--- src/rtl/histogram_matching_lut_unit_macros.svh ---
// Assertion macros for the histogram matching LUT unit.
`ifndef HISTOGRAM_MATCHING_LUT_UNIT_MACROS_SVH
`define HISTOGRAM_MATCHING_LUT_UNIT_MACROS_SVH
`ifndef SYNTH
`define HML_ASSERT_IMP(lbl, pre, post, msg) \
    lbl: assert property (@(posedge aclk) disable iff (!aresetn) (pre) |-> (post)) else $error(msg);
`define HML_ASSERT_NXT(lbl, pre, post, msg) \
    lbl: assert property (@(posedge aclk) disable iff (!aresetn) (pre) |=> (post)) else $error(msg);
`else
`define HML_ASSERT_IMP(lbl, pre, post, msg)
`define HML_ASSERT_NXT(lbl, pre, post, msg)
`endif
`endif

--- src/rtl/hml_pkg.sv ---
// Shared types and constants of the histogram matching LUT unit.
package hml_pkg;

    localparam logic [7:0] TOP = 8'd255;

    typedef enum logic [2:0] {
        OP_COUNT_IN  = 3'd0,
        OP_COUNT_REF = 3'd1,
        OP_BUILD     = 3'd2,
        OP_MAP       = 3'd3,
        OP_CLEAR     = 3'd4
    } op_t;

    typedef enum logic [4:0] {
        ST_CLEAR,
        ST_IDLE,
        ST_CNT_IN,
        ST_CNT_REF,
        ST_MAP,
        ST_B_RD,
        ST_B_ACC,
        ST_B_GO,
        ST_B_DIV,
        ST_B_UPD,
        ST_F_RD,
        ST_F_WR,
        ST_M_RD,
        ST_M_ACC,
        ST_M_GO,
        ST_M_DIV,
        ST_M_INV,
        ST_M_WR
    } state_t;

    typedef struct packed {
        logic clr_cnt;
        logic idx_zero;
        logic idx_inc;
        logic s_inc;
        logic lat_lvl;
        logic rd_in_lvl;
        logic rd_ref_lvl;
        logic inc_in;
        logic inc_ref;
        logic clr_hist;
        logic clr_map;
        logic rd_ref_idx;
        logic rd_in_idx;
        logic cum_zero;
        logic cum_add;
        logic div_start;
        logic sel_in;
        logic valid_clr;
        logic inv_upd;
        logic fill_rd;
        logic fill_wr;
        logic inv_rd_q;
        logic map_rd;
        logic map_wr;
        logic out_load;
    } cmd_t;

    typedef struct packed {
        logic idx_last;
        logic s_last;
        logic div_busy;
        logic out_free;
    } sts_t;

endpackage

--- src/rtl/hml_ctrl.sv ---
// Controller: sequences counting, clearing, map building and lookups.
module hml_ctrl import hml_pkg::*; (
    input  logic       aclk,
    input  logic       aresetn,
    input  logic       s_valid,
    input  logic [2:0] s_op,
    output logic       s_ready,
    output cmd_t       cmd,
    input  sts_t       sts
);
    state_t state_reg, state_next;
    logic   clr_map_reg, clr_map_next;

    always_ff @(posedge aclk) begin
        if (!aresetn) begin
            state_reg   <= ST_CLEAR;
            clr_map_reg <= 1'b1;
        end else begin
            state_reg   <= state_next;
            clr_map_reg <= clr_map_next;
        end
    end

    always_comb begin
        state_next   = state_reg;
        clr_map_next = clr_map_reg;
        cmd          = '0;
        s_ready      = 1'b0;
        unique case (state_reg)
            ST_CLEAR: begin
                cmd.clr_hist = 1'b1;
                cmd.clr_map  = clr_map_reg;
                cmd.idx_inc  = 1'b1;
                if (sts.idx_last) begin
                    state_next   = ST_IDLE;
                    clr_map_next = 1'b0;
                end
            end
            ST_IDLE: begin
                s_ready = 1'b1;
                if (s_valid) begin
                    unique case (op_t'(s_op))
                        OP_COUNT_IN: begin
                            cmd.rd_in_lvl = 1'b1;
                            cmd.lat_lvl   = 1'b1;
                            state_next    = ST_CNT_IN;
                        end
                        OP_COUNT_REF: begin
                            cmd.rd_ref_lvl = 1'b1;
                            cmd.lat_lvl    = 1'b1;
                            state_next     = ST_CNT_REF;
                        end
                        OP_BUILD: begin
                            cmd.idx_zero  = 1'b1;
                            cmd.cum_zero  = 1'b1;
                            cmd.valid_clr = 1'b1;
                            state_next    = ST_B_RD;
                        end
                        OP_MAP: begin
                            cmd.map_rd = 1'b1;
                            state_next = ST_MAP;
                        end
                        OP_CLEAR: begin
                            cmd.clr_cnt  = 1'b1;
                            cmd.idx_zero = 1'b1;
                            state_next   = ST_CLEAR;
                        end
                        default: ;
                    endcase
                end
            end
            ST_CNT_IN: begin
                cmd.inc_in = 1'b1;
                state_next = ST_IDLE;
            end
            ST_CNT_REF: begin
                cmd.inc_ref = 1'b1;
                state_next  = ST_IDLE;
            end
            ST_MAP: begin
                if (sts.out_free) begin
                    cmd.out_load = 1'b1;
                    state_next   = ST_IDLE;
                end
            end
            ST_B_RD: begin
                cmd.rd_ref_idx = 1'b1;
                state_next     = ST_B_ACC;
            end
            ST_B_ACC: begin
                cmd.cum_add = 1'b1;
                state_next  = ST_B_GO;
            end
            ST_B_GO: begin
                cmd.div_start = 1'b1;
                state_next    = ST_B_DIV;
            end
            ST_B_DIV: begin
                if (!sts.div_busy) begin
                    state_next = ST_B_UPD;
                end
            end
            ST_B_UPD: begin
                cmd.inv_upd = 1'b1;
                cmd.idx_inc = 1'b1;
                state_next  = sts.idx_last ? ST_F_RD : ST_B_RD;
            end
            ST_F_RD: begin
                cmd.fill_rd = 1'b1;
                state_next  = ST_F_WR;
            end
            ST_F_WR: begin
                cmd.fill_wr = 1'b1;
                cmd.s_inc   = 1'b1;
                if (sts.s_last) begin
                    cmd.idx_zero = 1'b1;
                    cmd.cum_zero = 1'b1;
                    state_next   = ST_M_RD;
                end else begin
                    state_next = ST_F_RD;
                end
            end
            ST_M_RD: begin
                cmd.rd_in_idx = 1'b1;
                state_next    = ST_M_ACC;
            end
            ST_M_ACC: begin
                cmd.cum_add = 1'b1;
                cmd.sel_in  = 1'b1;
                state_next  = ST_M_GO;
            end
            ST_M_GO: begin
                cmd.div_start = 1'b1;
                cmd.sel_in    = 1'b1;
                state_next    = ST_M_DIV;
            end
            ST_M_DIV: begin
                if (!sts.div_busy) begin
                    state_next = ST_M_INV;
                end
            end
            ST_M_INV: begin
                cmd.inv_rd_q = 1'b1;
                state_next   = ST_M_WR;
            end
            ST_M_WR: begin
                cmd.map_wr  = 1'b1;
                cmd.idx_inc = 1'b1;
                state_next  = sts.idx_last ? ST_IDLE : ST_M_RD;
            end
            default: state_next = ST_IDLE;
        endcase
    end
endmodule

--- config.mk ---
export PLATFORM = sky130hd
export DESIGN_NAME = hml_ctrl
export DESIGN_NICKNAME = d
export VERILOG_FILES = /design/src/rtl/histogram_matching_lut_unit_macros.svh /design/src/rtl/hml_pkg.sv /design/src/rtl/hml_ctrl.sv
export SDC_FILE = /design/constraint.sdc
export NUM_CORES = 1
export LEC_CHECK = 0
export ABC_AREA = 1
export CORE_AREA = 2 2 39 41
export CTS_CLUSTER_SIZE = 28
export DETAILED_ROUTE_END_ITERATION = 16
export DIE_AREA = 0 0 41 43
export DONT_BUFFER_PORTS = 1
export PLACE_DENSITY = 0.81
export SLEW_MARGIN = 20
export SYNTH_ARGS = -nofsm -noshare
export SYNTH_HDL_FRONTEND = slang
export SYNTH_SLANG_ARGS = --single-unit
--- constraint.sdc ---
create_clock -name aclk -period 3.9 [get_ports aclk]
set_input_delay 1.17 -clock aclk [delete_from_list [all_inputs] [get_ports aclk]]
set_output_delay 1.17 -clock aclk [all_outputs]
set_load 0.005 [all_outputs]
==> reports/results.ini, run 1 <==
[outcome]
status=completed

[synthesis]
async_flop_share=0
ys_dominant_reg_cell=dfxtp_1
synth.distinct_cells=21
syn_nets=171
synth_edf_count=0
synthesis.area_um2=828
synthCells=161
yosysWarnings=0
seq_area_frac_synth=0.145
synth-seq-cells=6
avgSynthCellArea_um2=5.14

[floorplan]
initial_core_util=0.599
placementRows=14
pin_count=36
fp.dieW_um=41
die_h_um=43
coreArea_um2=1380
die-area_um2=1760

[timing]
hold_viol=0
fmax_mhz=336
rsz0062_at_grt=false
worstMarginPinSlew_ns=0.414
max-slew-margin-rel=0.724
setup_violations=0
period_share=0.763
drv_slew=0
period_needed_ns=2.97
fin_skew_ns=0.00344
tns_ns=0

[place]
io_buffers=0
dp_hpwl_um=1720
dp.cells=174
gp_congestion=0.906

[critical_path]
critPathKind=flip-flop to output pin
cp-start-kind=flip-flop
arrival_ns=1.80
path_max_fanout=13
worstPathRequired_ns=2.73
endpoint_kind=output pin

[power]
powerDensity_nw_per_um2=300
ir_drop_uv=235
p_leak_nw=0.494
fin_total_pwr_mw=0.255

[final_layout]
layoutNonFillerInstCount=177
n_antenna_cell=0
drive_gt1_frac=0.124
syn_to_final_growth_pct=2.72
layout.nets=173
largest_reg_flops=5
post-route-util=0.615
nFillCells=134

[global_route]
first_global_vias=825
antenna_found_initial=0
grt_max_degree=14
grt-ovfl-total=0
grt_pass1_wl_um=3240
track_usage=0.267

[clock_network]
cts_tree=yes
cts_made_buffers=3
postCtsSetupRepairBufs=0
clk_latency_ns=0.25
root_buffer=clkbuf_4
cts_resized=0
cts_max_level=1
clockBufferDepth=2
holdBufCountCts=0
path_clk_slew_ns=0.05
cts.sinks=6

[routing]
firstDrtPassIters=4
wl_um=2120
routedWlPerCell_um=12.0
vias_per_cell=5.55
drtIter0Drc=27
vias=983
drcViolationCount=0
ant_nets=0

[min_path]
hold_class=flip-flop to flip-flop

[run]
cap_violations=0

==> per-layer routing <==
metal / up-vias / global-route usage / share of wire
met1: 427 / 0.323 / 0.43
li1: 508 / - / -
met4: 0 / 0.120 / 0.015
met2: 45 / 0.434 / 0.48
met5: - / 0 / 0
met3: 3 / 0.0471 / 0.077
==> final cells by class <==
type | count | area [µm²] | area share
inverters | 26 | 97.6 | 0.115
well taps | 16 | 20.0 | 0.0235
clock buffers | 3 | 22.5 | 0.0265
flip-flops and latches | 6 | 120 | 0.141
multi-input cells | 126 | 591 | 0.694
==> cells in the mapped netlist (3+ instances only) <==
cell,instances,share of area
dfxtp_1,6,0.15
nor2_1,32,0.15
nand2_1,41,0.19
nor3_1,3,0.018
nor2_2,4,0.030
a21oi_1,6,0.036
nand2_2,4,0.030
nand3_1,14,0.085
o21ai_0,8,0.048
nor2_4,3,0.041
inv_2,4,0.018
nand4_1,5,0.038
inv_1,21,0.095
==> kinds of logic (layout without fill, tap and decap cells) <==
logic type             count (synthesis)  after routing  share of synthesized area
AO/OA/AOI/OAI                         16             16                      0.101
buffers and inverters                 29             29                      0.142
flip-flops                             6              6                      0.145
AND/OR/NAND/NOR                      110            110                      0.612
==> through the flow <==
stage / setup slack, ns / instance area, µm² / hold WS (ns)
after floorplan: 0.982 / 828 / 0.434
final: 0.926 / 851 / 0.469
after global routing: 0.790 / 851 / 0.509
after detailed placement: 0.931 / 828 / 0.464
after global placement: 0.939 / 828 / 0.443
after CTS: 0.930 / 851 / 0.471
==> worst max-delay path, stage by stage (launching register included) <==
cell and delay (ns):
dfxtp_1 0.34, inv_1 0.31, nand2_1 0.15, nor2_2 0.23, nand2_1 0.15, o22ai_1 0.23, or2_1 0.15
==> worst paths after layout <==
path           startpoint  slack, ns      endpoint  cells past startpoint
min           clr_map_reg       0.47   clr_map_reg                      2
max          state_reg[4]       0.93       cmd[23]                      6
max reg2reg  state_reg[4]       2.22  state_reg[1]                      9
min reg2reg   clr_map_reg       0.47   clr_map_reg                      2
==> cells in the final DEF (no fill, tap or decap), drive strengths merged, types with 3 or more instances in the layout <==
master / n
nand3: 16
nand4: 5
clkbuf: 3
nor2: 39
nor3: 3
nand2: 45
dfxtp: 6
inv: 25
o21ai: 8
a21oi: 6
==> power breakdown <==
| part | internal, mW | switching, mW | leakage [nW] |
|---|---|---|---|
| clock | 0.0349 | 0.0236 | 0.0138 |
| combinational | 0.0342 | 0.0816 | 0.431 |
| sequential | 0.0682 | 0.0128 | 0.0490 |
No activity file was read; power rests on OpenSTA's default activity.
==> run 2: changes to the inputs <==
--- a/config.mk
+++ b/config.mk
@@ -6,12 +6,11 @@
 export NUM_CORES = 1
 export LEC_CHECK = 0
 export ABC_AREA = 1
-export CORE_AREA = 2 2 39 41
+export CORE_UTILIZATION = 55
 export CTS_CLUSTER_SIZE = 28
 export DETAILED_ROUTE_END_ITERATION = 16
-export DIE_AREA = 0 0 41 43
 export DONT_BUFFER_PORTS = 1
-export PLACE_DENSITY = 0.81
+export PLACE_DENSITY = 0.76
 export SLEW_MARGIN = 20
 export SYNTH_ARGS = -nofsm -noshare
 export SYNTH_HDL_FRONTEND = slang
==> constraint.sdc (replaced) <==
create_clock -name aclk -period 2.4 [get_ports aclk]
set_input_delay 0.72 -clock aclk [delete_from_list [all_inputs] [get_ports aclk]]
set_output_delay 0.72 -clock aclk [all_outputs]
set_load 0.005 [all_outputs]
==> reports/results.ini, run 2 (synthesis gave the netlist of run 1 again) <==
[critical_path]
cp_cell_sequence=nor2_4 > nand2_1 > nor2_4 > nand2_4 > nor2_2 > or2_1
slowest_delay_ns=0.40  ; +0.06 ns
arrival_ns=1.58  ; -0.22 ns
crit_path_top_delay_cell=dfxtp_1
timing.rr.start=state_reg[3]
worstPathRequired_ns=1.68  ; -1.05 ns
critPathTopFamily=simple AND/OR/NAND/NOR gates
critPathKind=flip-flop to output pin
crit_buf_inv=0  ; -1
endpoint_kind=output pin
startpoint=state_reg[3]
path_max_fanout=7  ; -6
cp-start-kind=flip-flop
path_common_cell=nor2_4

[routing]
ant_nets=0  ; unchanged
wl_um=2470  ; +16%
firstDrtPassIters=6  ; +2
drcViolationCount=0  ; unchanged
drtIter0Drc=74  ; +170%
routedWlPerCell_um=13.9  ; +16%
vias_per_cell=5.96  ; +7.3%
vias=1061  ; +7.9%

[power]
switching_share=0.474  ; +0.0118
power.share.clock=0.214  ; -0.015
seqPwrFrac=0.311  ; -0.006
p_leak_nw=0.512  ; +3.7%
internal-power_mw=0.225  ; +64%
powerDensity_nw_per_um2=483  ; +61%
p_comb_frac=0.474  ; +0.020
p_switching_mw=0.203  ; +72%
ir_drop_uv=448  ; +90%

[global_route]
grt-ovfl-total=0  ; unchanged
first_global_vias=845  ; +2.4%
grt_max_degree=11  ; -3
antenna_found_initial=0  ; unchanged
track_usage=0.312  ; +0.0443
grt_pass1_wl_um=3470  ; +7.2%

[final_layout]
syn_to_final_growth_pct=6.95
largest_reg_flops=5  ; unchanged
final_common_cell=nand2_1
post-route-util=0.656  ; +0.0413
finalInstanceArea_um2=886  ; +4.1%
drive_gt1_frac=0.166  ; +0.0414
n_antenna_cell=0  ; unchanged
layoutNonFillerInstCount=178  ; +0.56%
layout_common_cells=41 x nand2_1, 31 x nor2_1, 20 x inv_1, 14 x nand3_1, 8 x o21ai_0
layout.nets=175  ; +1.2%

[floorplan]
die_h_um=40.8  ; -5.1%
pin_count=36  ; unchanged
coreArea_um2=1350  ; -2.4%
placementRows=13  ; -1
initial_core_util=0.614  ; +0.0150
die-area_um2=1670  ; -5.6%
fp.dieW_um=40.8  ; -0.48%

[outcome]
status=completed

[min_path]
hold_class=flip-flop to flip-flop
min_from=clr_map_reg

[timing]
period_needed_ns=2.30
worstMarginPinSlew_ns=0.374  ; -0.0392 ns
period_share=0.959
timing.hold.ws_ns=0.487  ; +0.0187 ns
hold_viol=0  ; unchanged
fmax_mhz=435
tns_ns=0  ; unchanged
fin_skew_ns=0.00847  ; +0.00503 ns
rsz0062_at_grt=false
max-slew-margin-rel=0.750  ; +0.0262
setup_violations=0  ; unchanged
drv_slew=0  ; unchanged

[clock_network]
clockBufferDepth=2  ; unchanged
cts_max_level=1  ; unchanged
root_buffer=clkbuf_4
cts.sinks=6  ; unchanged
cts_tree=yes
cts_made_buffers=3  ; unchanged
path_clk_slew_ns=0.05  ; about the same
clk_latency_ns=0.25  ; about the same

[place]
gp_congestion=0.902  ; -0.40%
placed_area_um2=835  ; +0.76%
dp.cells=174  ; unchanged
dp_hpwl_um=1820  ; +5.9%
io_buffers=0  ; unchanged

[run]
cap_violations=0  ; unchanged

-- run 2: changes by cell type in the layout (fill, tap and decap cells not counted), sizes merged --
cell / delta
buf: +2
-- run 2: final cells by class --
| type | count | area (µm²) |
|---|---|---|
| clock buffers | 3 | 22.5 |
| fillers | 138 | 464 |
| inverters | 26 | 97.6 |
| multi-input cells | 126 | 611 |
| flip-flops and latches | 6 | 121 |
| well taps | 15 | 18.8 |
| repair buffers | 2 | 15.0 |
-- run 2: repair_timing --
item                       4_1_cts  5_1_grt
hold buffers                     0        0
hold endpoints to repair         0        0
setup endpoints to repair        1        2
buffers inserted                 0        1
gates resized for setup          1        5
pin swaps                        0        2
-- run 2: final timing paths --
path / to / slack, ns / cells after the start
max: cmd[23] / 0.1 / 6
max reg2reg: state_reg[3] / 0.84 / 9
min reg2reg: clr_map_reg / 0.49 / 2
min: clr_map_reg / 0.49 / 2
-- run 2: power by group through the flow --
stage	registers [mW]	logic, mW	clock network (mW)
final	0.133	0.203	0.0916
after global routing	0.134	0.225	0.104
after CTS	0.132	0.192	0.0943
after detailed placement	0.134	0.187	0
after global placement	0.133	0.186	0
after floorplan	0.127	0.157	0
-- run 2: worst register-to-register path, delay by kind of cell (launching register included) --
| kind | cells | cell delay (ns) |
|---|---|---|
| and+or+nand+nor | 6 | 0.74 |
| DFF | 1 | 0.51 |
| AOI/OAI and AO/OA | 1 | 0.06 |
| buffers and inverters | 2 | 0.14 |
-- run 2: per-stage QoR --
| stage | setup WS [ns] | power [mW] |
|---|---|---|
| 3_5_place_dp | 0.258 | 0.321 |
| 5_1_grt | 0.0126 | 0.464 |
| 4_1_cts | 0.0199 | 0.418 |
| 6_report | 0.0987 | 0.428 |
| 2_1_floorplan | 0.382 | 0.284 |
| 3_3_place_gp | 0.290 | 0.319 |
-- run 2: layer usage --
layer / vias to the layer above / routed length [µm] / GRT usage
li1: 516 / - / -
met1: 462 / 973 / 0.373
met2: 77 / 1170 / 0.500
met3: 6 / 289 / 0.141
met4: 0 / 40 / 0.0750
met5: - / 0 / 0
==> run 3: changes to the inputs <==
--- a/config.mk
+++ b/config.mk
@@ -6,12 +6,13 @@
 export NUM_CORES = 1
 export LEC_CHECK = 0
 export ABC_AREA = 1
-export CORE_UTILIZATION = 55
+export CORE_AREA = 2 2 39 41
 export CTS_CLUSTER_SIZE = 28
 export DETAILED_ROUTE_END_ITERATION = 16
+export DIE_AREA = 0 0 41 43
 export DONT_BUFFER_PORTS = 1
-export PLACE_DENSITY = 0.76
-export SLEW_MARGIN = 20
+export PLACE_DENSITY = 0.81
+export SLEW_MARGIN = 10
 export SYNTH_ARGS = -nofsm -noshare
 export SYNTH_HDL_FRONTEND = slang
 export SYNTH_SLANG_ARGS = --single-unit
==> constraint.sdc (replaced) <==
create_clock -name aclk -period 2.8 [get_ports aclk]
set_input_delay 0.84 -clock aclk [delete_from_list [all_inputs] [get_ports aclk]]
set_output_delay 0.84 -clock aclk [all_outputs]
set_load 0.005 [all_outputs]
==> reports/results.ini, run 3 (synthesis gave the netlist of run 1 again) <==
[final_layout]
drive_gt1_frac=0.124  ; -0.0414
layout_common_cells=41 x nand2_1, 32 x nor2_1, 21 x inv_1, 14 x nand3_1, 8 x o21ai_0
syn_to_final_growth_pct=2.72
n_antenna_cell=0  ; unchanged
largest_reg_flops=5  ; unchanged
multi_input_area_um2=591  ; -3.3%
finalInstanceArea_um2=851  ; -4.0%
nFillCells=145  ; +5.1%
layout.nets=173  ; -1.1%
regArea_um2=120  ; -1.0%
final_common_cell=nand2_1

[routing]
routedWlPerCell_um=12.3  ; -12%
wl_um=2170  ; -12%
ant_nets=0  ; unchanged
firstDrtPassIters=4  ; -2
drcViolationCount=0  ; unchanged
drtIter0Drc=33  ; -55%
vias_per_cell=5.72  ; -4.0%
vias=1013  ; -4.5%

[min_path]
hold_class=flip-flop to flip-flop
min_path_cells=2  ; unchanged
min_from=clr_map_reg
min_to=clr_map_reg

[critical_path]
worstPathRequired_ns=1.96  ; +0.28 ns
endpoint_kind=output pin
critPathKind=flip-flop to output pin
reg2reg_to=state_reg[1]
rr_worst_depth=9  ; unchanged
arrival_ns=1.77  ; +0.19 ns
path_max_fanout=13  ; +6
ff2ff_setup_slack_ns=1.13  ; +0.29 ns
cp-start-kind=flip-flop
timing.rr.start=state_reg[4]

[power]
switching_share=0.464  ; -0.0100
ir_drop_uv=302  ; -33%
power.share.clock=0.220  ; +0.006
p_leak_nw=0.494  ; -3.6%
p_comb_frac=0.463  ; -0.011
internal-power_mw=0.191  ; -15%
fin_total_pwr_mw=0.357  ; -17%
p_switching_mw=0.165  ; -18%
seqPwrFrac=0.318  ; +0.007
powerDensity_nw_per_um2=419  ; -13%

[outcome]
status=completed

[global_route]
track_usage=0.257  ; -0.0544
antenna_found_initial=0  ; unchanged
grt-ovfl-total=0  ; unchanged
grt_max_degree=14  ; +3
first_global_vias=794  ; -6.0%
grt_pass1_wl_um=3150  ; -9.1%

[floorplan]
die_h_um=43  ; +5.4%
die-area_um2=1760  ; +5.9%
initial_core_util=0.599  ; -0.0150
coreArea_um2=1380  ; +2.5%
pin_count=36  ; unchanged
fp.dieW_um=41  ; +0.48%
placementRows=14  ; +1

[run]
cap_violations=0  ; unchanged

[place]
io_buffers=0  ; unchanged
dp_hpwl_um=1770  ; -2.9%
place_ws_ns=0.469  ; +0.211 ns
gp_congestion=0.898  ; -0.48%
placed_area_um2=828  ; -0.75%

[clock_network]
cts_max_level=1  ; unchanged
clk_latency_ns=0.24  ; about the same
path_clk_slew_ns=0.04  ; about the same
cts_resized=0  ; -1
cts_tree=yes
root_buffer=clkbuf_4
holdBufCountCts=0  ; unchanged
postCtsSetupRepairBufs=0  ; unchanged
cts_made_buffers=3  ; unchanged
cts.sinks=6  ; unchanged
clockBufferDepth=2  ; unchanged

[timing]
timing.final.ws_setup_ns=0.191  ; +0.0927 ns
rsz0062_at_grt=false
setup_violations=0  ; unchanged
drv_slew=0  ; unchanged
tns_ns=0  ; unchanged
fin_skew_ns=0.00177  ; -0.00670 ns
worstMarginPinSlew_ns=0.389  ; +0.0146 ns
max-slew-margin-rel=0.740  ; -0.00976
fmax_mhz=383
hold_viol=0  ; unchanged
period_share=0.932
period_needed_ns=2.61

## run 3: routing by layer
metal  up-vias  wire length (µm)  global-route usage  share of wire
li1        513                 -                   -              -
met1       439               915               0.323           0.42
met2        55              1050               0.409           0.49
met3         6               161              0.0524          0.074
met4         0                39               0.100          0.018
met5         -                 0                   0              0
## run 3: critical path, stage by stage (launching register included)
cell	delay [ns]
dfxtp_1	0.34
inv_1	0.31
nand2_1	0.20
nor2_4	0.21
nand2_2	0.13
o22ai_1	0.19
or2_1	0.15
## run 3: how the worst max path moves through the flow
stage                 start      end  slack (ns)  depth (start not counted)
5_1_grt        state_reg[4]  cmd[23]        0.04                          6
2_1_floorplan       s_op[1]  cmd[23]        0.54                          5
3_5_place_dp   state_reg[4]  cmd[23]        0.47                          6
6_report       state_reg[4]  cmd[23]        0.19                          6
4_1_cts        state_reg[4]  cmd[23]        0.20                          6
3_3_place_gp        s_op[1]  cmd[23]        0.50                          5
## run 3: power by group through the flow
stage	logic [mW]	registers, mW	clock network (mW)
after floorplan	0.134	0.109	0
after global placement	0.158	0.113	0
after detailed placement	0.161	0.114	0
after CTS	0.162	0.112	0.0838
after global routing	0.183	0.115	0.0850
final	0.165	0.113	0.0783
## run 3: final cells by class
cell class / count / area share
Sequential cell: 6 / 0.141
Clock buffer: 3 / 0.0265
Inverter: 26 / 0.115
Multi-Input combinational cell: 126 / 0.694
Tap cell: 16 / 0.0235
## run 3: through the flow
step | utilization | instances | hold slack (ns)
4_1_cts | 0.615 | 177 | 0.473
5_1_grt | 0.615 | 177 | 0.496
3_3_place_gp | 0.599 | 174 | 0.444
3_5_place_dp | 0.599 | 174 | 0.465
6_report | 0.615 | 177 | 0.466
2_1_floorplan | - | 161 | 0.434
